===== src/design/pwa_pkg.sv =====
// Package for the periodic wavelet analysis block.
// Holds field widths, register codes, state, command and status types, and the
// output rounding function. No dependencies.
package pwa_pkg;

    localparam int SAMPLE_WIDTH = 16;
    localparam int COEF_WIDTH   = 16;
    localparam int PROD_W       = SAMPLE_WIDTH + COEF_WIDTH;
    localparam int ACC_W        = 40;
    localparam int OUT_FRAC     = 15;
    localparam int OUT_W        = 20;
    localparam int OUT_IDX_W    = 6;
    localparam int COEF_IDX_W   = 5;
    localparam int FILL_W       = 8;

    localparam int TAPCNT_W     = 6;
    localparam int PHASE_W      = 6;
    localparam int LEN_W        = 3;
    localparam int CFG_DATA_W   = 6;
    localparam int CFG_IDX_W    = 2;

    localparam logic [CFG_IDX_W-1:0] CFG_TAP_COUNT    = 2'd0;
    localparam logic [CFG_IDX_W-1:0] CFG_PHASE_OFFSET = 2'd1;
    localparam logic [CFG_IDX_W-1:0] CFG_LENGTH_LOG2  = 2'd2;

    localparam logic [TAPCNT_W-1:0] TAPCNT_RST = 6'd4;
    localparam logic [PHASE_W-1:0]  PHASE_RST  = 6'd0;
    localparam logic [LEN_W-1:0]    LEN_RST    = 3'd7;

    // input item mode codes
    localparam logic MODE_COEF   = 1'b0;
    localparam logic MODE_SAMPLE = 1'b1;

    // product fraction bits minus output fraction bits
    localparam int SH = (SAMPLE_WIDTH - 1) + (COEF_WIDTH - 1) - OUT_FRAC;
    localparam int QW = ACC_W - SH;

    typedef enum logic [1:0] {
        ST_IDLE,
        ST_PAIR,
        ST_MAC,
        ST_DRAIN
    } t_pwa_state;

    typedef struct packed {
        logic in_ready;
        logic pair_init;
        logic mac_issue;
        logic finish;
    } t_pwa_cmd;

    typedef struct packed {
        logic vec_done;
        logic taps_zero;
        logic k_last;
        logic j_last;
        logic pipe_busy;
        logic out_free;
    } t_pwa_status;

    // round half up to OUT_FRAC fraction bits, then saturate to OUT_W bits
    function automatic logic signed [OUT_W-1:0] round_sat(
        input logic signed [ACC_W-1:0] acc
    );
        logic signed [ACC_W-1:0] v;
        logic signed [QW-1:0]    q;
        logic signed [QW-1:0]    q_max;
        logic signed [QW-1:0]    q_min;
        q_max = QW'((2 ** (OUT_W - 1)) - 1);
        q_min = QW'(-(2 ** (OUT_W - 1)));
        v = acc + (ACC_W'(1) << (SH - 1));
        q = v[ACC_W-1:SH];
        if (q > q_max) begin
            return OUT_W'(q_max);
        end else if (q < q_min) begin
            return OUT_W'(q_min);
        end
        return OUT_W'(q);
    endfunction

endpackage


===== src/design/pwa_ctrl.sv =====
// Sequencer for the wavelet analysis block: steps pairs and taps.
// Depends on pwa_pkg for state, command and status types.
module pwa_ctrl (
    input  logic                 i_clk,
    input  logic                 i_rst_n,
    input  pwa_pkg::t_pwa_status i_status,
    output pwa_pkg::t_pwa_cmd    o_cmd
);

    pwa_pkg::t_pwa_state r_state, n_state;

    always_ff @(posedge i_clk) begin
        if (!i_rst_n) begin
            r_state <= pwa_pkg::ST_IDLE;
        end else begin
            r_state <= n_state;
        end
    end

    always_comb begin
        n_state = r_state;
        o_cmd   = '0;
        unique case (r_state)
            pwa_pkg::ST_IDLE: begin
                o_cmd.in_ready = 1'b1;
                if (i_status.vec_done) begin
                    n_state = pwa_pkg::ST_PAIR;
                end
            end
            pwa_pkg::ST_PAIR: begin
                o_cmd.pair_init = 1'b1;
                n_state = i_status.taps_zero ? pwa_pkg::ST_DRAIN : pwa_pkg::ST_MAC;
            end
            pwa_pkg::ST_MAC: begin
                o_cmd.mac_issue = 1'b1;
                if (i_status.k_last) begin
                    n_state = pwa_pkg::ST_DRAIN;
                end
            end
            pwa_pkg::ST_DRAIN: begin
                // sums complete once the MAC pipe is empty
                if (!i_status.pipe_busy && i_status.out_free) begin
                    o_cmd.finish = 1'b1;
                    n_state = i_status.j_last ? pwa_pkg::ST_IDLE : pwa_pkg::ST_PAIR;
                end
            end
            default: begin
                n_state = pwa_pkg::ST_IDLE;
            end
        endcase
    end

endmodule


===== config.mk =====
export PLATFORM = sky130hd
export DESIGN_NAME = pwa_ctrl
export DESIGN_NICKNAME = d
export VERILOG_FILES = /design/src/design/pwa_pkg.sv /design/src/design/pwa_ctrl.sv
export SDC_FILE = /design/constraint.sdc
export NUM_CORES = 1
export LEC_CHECK = 0
export BUFFER_PORTS_ARGS = -buffer_cell sky130_fd_sc_hd__clkbuf_2
export CORE_AREA = 2 2 39 41
export CTS_CLUSTER_SIZE = 16
export DETAILED_ROUTE_END_ITERATION = 8
export DIE_AREA = 0 0 41 43
export HOLD_SLACK_MARGIN = 0.02
export PLACE_DENSITY_LB_ADDON = 0.25
export SETUP_SLACK_MARGIN = 0.5
export SLEW_MARGIN = 20
export SYNTH_ARGS = -nofsm -noshare
export SYNTH_HDL_FRONTEND = slang
export SYNTH_SLANG_ARGS = --single-unit

===== constraint.sdc =====
create_clock -name i_clk -period 1.86 [get_ports i_clk]
set_input_delay 0 -clock i_clk [delete_from_list [all_inputs] [get_ports i_clk]]
set_output_delay 0 -clock i_clk [all_outputs]
set_load 0.05 [all_outputs]

==> results.yml <==
setup_path:
  endpoint: "r_state[1]"
  cp.depth: 6
  path_delay_family: "flip-flops"
  path_class: "reg2reg"
  r2r_slack_ps: 490
  cp-end-kind: "flop"
  worstPathMaxFanout: 4
  critPathRequiredTime_ps: 1970
  r2r_cells: 6
  cp_cell_sequence: "inv_4, ha_4, a222oi_1, buf_4, mux2i_1, nor2_1"
  r2r_end: "r_state[1]"
  cp-start-kind: "flop"
  rr_startpoint: "r_state[1]"
  cp.arrival_ps: 1480
  cpMaxStageDelayCell: "dfxtp_4"
  max_stage_delay_ps: 370
  setup.worst_path.start: "r_state[1]"
  cp_num_buf_inv: 2
power_and_ir_drop:
  peakVddDrop_mv: 0.3819
  total_power_uw: 578.5
  switching_share_pct: 47.36
  switching_power_uw: 274.0
  clockPowerShare_pct: 16.6
  intPower_uw: 304.5
  combPwrFrac_pct: 66.0
  p_leak_nw: 0.1810
  seqPwrFrac_pct: 17.4
  power.density_mw_per_mm2: 1628
timing:
  fin_skew_ps: 1.217
  setup_viol: 0
  fin_crit_sh_pct: 73.59
  tightest_slew_ps: 277.8
  period_minus_slack_ps: 1369
  slew_violations: 0
  rsz0062_at_grt: "true"
  worst_slack_ps: 491.1
  max_freq_mhz: 730.5
  fin_setup_tns_ps: 0
  whs_ps: 57.16
  hold_viol: 0
  max_slew_margin_pct: 81.56
route:
  finalWirelength_um: 429
  final_antenna_net_count: 0
  routed_via_density: 3.732
  wl_per_cell_um: 7.661
  via_count: 209
  drt_iter0_drc: 1
  drc: 0
  dr.pass1.iters: 4
layout:
  final_cells: 56
  syn_to_final_growth_pct: 97.22
  fin_nets: 54
  largest_reg_flops: 2
  design_area_um2: 355.3
  drive_gt1_share_pct: 62.50
  top_regs: "r_state x2"
  fin_util_pct: 25.68
  n_antenna_cell: 0
  n_fill_cell: 164
  regMostFlops: "r_state"
logic_synthesis:
  synth_compound_area_share_pct: 18.06
  postSynthAreaPerCell_um2: 8.580
  yosys.area_share.xor_xnor_pct: 0
  synthAdderAreaFrac_pct: 27.78
  yosysSeqAreaShare_pct: 22.22
  yosys-top-cells-area: "ha_1 28%, dfxtp_1 22%, inv_1 13%, a211oi_1 8.3%, nand2b_4 7.6%"
  synth_top_family_by_area: "adder cells"
  synth_nets: 33
  ys_types: 9
  synth_top_area_share_pct: 27.78
  synth_seq_cells: 2
  syn_inst: 21
  synth_top_area_cell: "ha_1"
  synth_area_um2: 180.2
  ys_warn_count: 0
  synth_mux_area_share_pct: 5.556
  synthSimpleGateAreaFrac_pct: 13.89
die:
  rows: 14
  die_h_um: 43
  coreArea_mm2: 0.001384
  die_w_um: 41
  initial_utilization_pct: 13.02
  dieArea_mm2: 0.001763
  ios: 12
cts:
  cts_made_buffers: 3
  clkSlewWorstSetupHoldPaths_ps: 30
  root_buffer: "clkbuf_4"
  clock_sinks: 2
  cts_max_level: 1
  cts_buffer_depth: 2
  cts_tree: "built"
  clock_latency_ps: 220
placement:
  port_buffers: 11
  gp_congestion: 0.5628
  dpl.cell_count: 48
  place_area_um2: 282.8
  dp_slack_ps: 361.4
grt:
  grt-busiest-layer: "met2"
  grt_pass1_vias: 187
  grt_max_degree: 5
  grt_pass1_wl_um: 627
  antenna_found_initial: 0
  grt.overflow.total: 0
  grt_usage_pct: 6.206
  grtUsageMet1_pct: 4.140
  met3_usage_pct: 4.712
  use_met2_pct: 8.750
job:
  drv_cap: 0
min_path:
  min_path_type: "in2reg"
run_status:
  status: "complete, no violations"
worst min-delay path, cell delays in order:
cell and delay [ps]:
clkbuf_2 70, o21a_1 100, a211oi_1 60
final cells by class:
cell class,instances,area [um^2],share of cell area (%)
inverters,6,27.53,7.746
repair buffers,16,95.09,26.76
flip-flops and latches,2,47.55,13.38
well taps,16,20.02,5.634
clock buffers,3,22.52,6.338
multi-input cells,13,142.6,40.14
synthesized netlist by cell type (all sizes together):
library cell / count
nor2: 3
nand2b: 1
a211oi: 2
mux2i: 1
ha: 4
inv: 6
dfxtp: 2
a222oi: 1
o21a: 1
timing repair:
| action | in CTS | in global routing |
|---|---|---|
| endpoints found under the setup margin | 2 | 2 |
| pin swaps | 3 | 0 |
| resized for setup | 4 | 0 |
| hold endpoints to repair | 2 | 0 |
| gates cloned | 0 | 0 |
| buffers inserted | 4 | 0 |
| hold buffers | 1 | 0 |
kinds of logic after synthesis:
group	count (synthesis)
buffers and inverters	6
and+or+nand+nor	4
adders and majority gates	4
DFF	2
muxes	1
AOI/OAI and AO/OA	4
worst min path at each step:
stage | depth (start not counted) | start | slack [ps] | end
3_5_place_dp | 3 | i_rst_n | 240 | r_state[1]
2_1_floorplan | 2 | i_rst_n | 130 | r_state[1]
6_report | 3 | i_status[2] | 60 | r_state[0]
3_3_place_gp | 3 | i_rst_n | 240 | r_state[1]
5_1_grt | 3 | i_status[2] | 80 | r_state[0]
4_1_cts | 3 | i_status[2] | 50 | r_state[0]
cell usage in the layout, fill, tap and decap left out:
cell / n
dlygate4sd3_1: 1
a211oi_1: 2
clkbuf_4: 3
nand2b_4: 1
nor2_1: 3
mux2i_1: 1
clkbuf_2: 11
a222oi_1: 1
buf_4: 4
dfxtp_4: 2
ha_4: 2
inv_1: 4
o21a_1: 1
ha_1: 2
inv_4: 2
power by group through the flow:
stage | logic, mW | registers [mW] | clock network (mW)
floorplan | 0.295 | 0.0863 | 0
detailed placement | 0.326 | 0.0914 | 0
global route | 0.421 | 0.103 | 0.104
global placement | 0.330 | 0.0934 | 0
CTS | 0.389 | 0.101 | 0.103
finish | 0.382 | 0.100 | 0.0962
metal layers:
layer | wire, um | part of all wire [%] | up-vias
met4 | 21 | 4.9 | 0
met5 | 0 | 0 | -
li1 | - | - | 107
met1 | 171 | 40 | 84
met3 | 65 | 15 | 4
met2 | 171 | 40 | 14
Power figures use the tool's default switching activity.
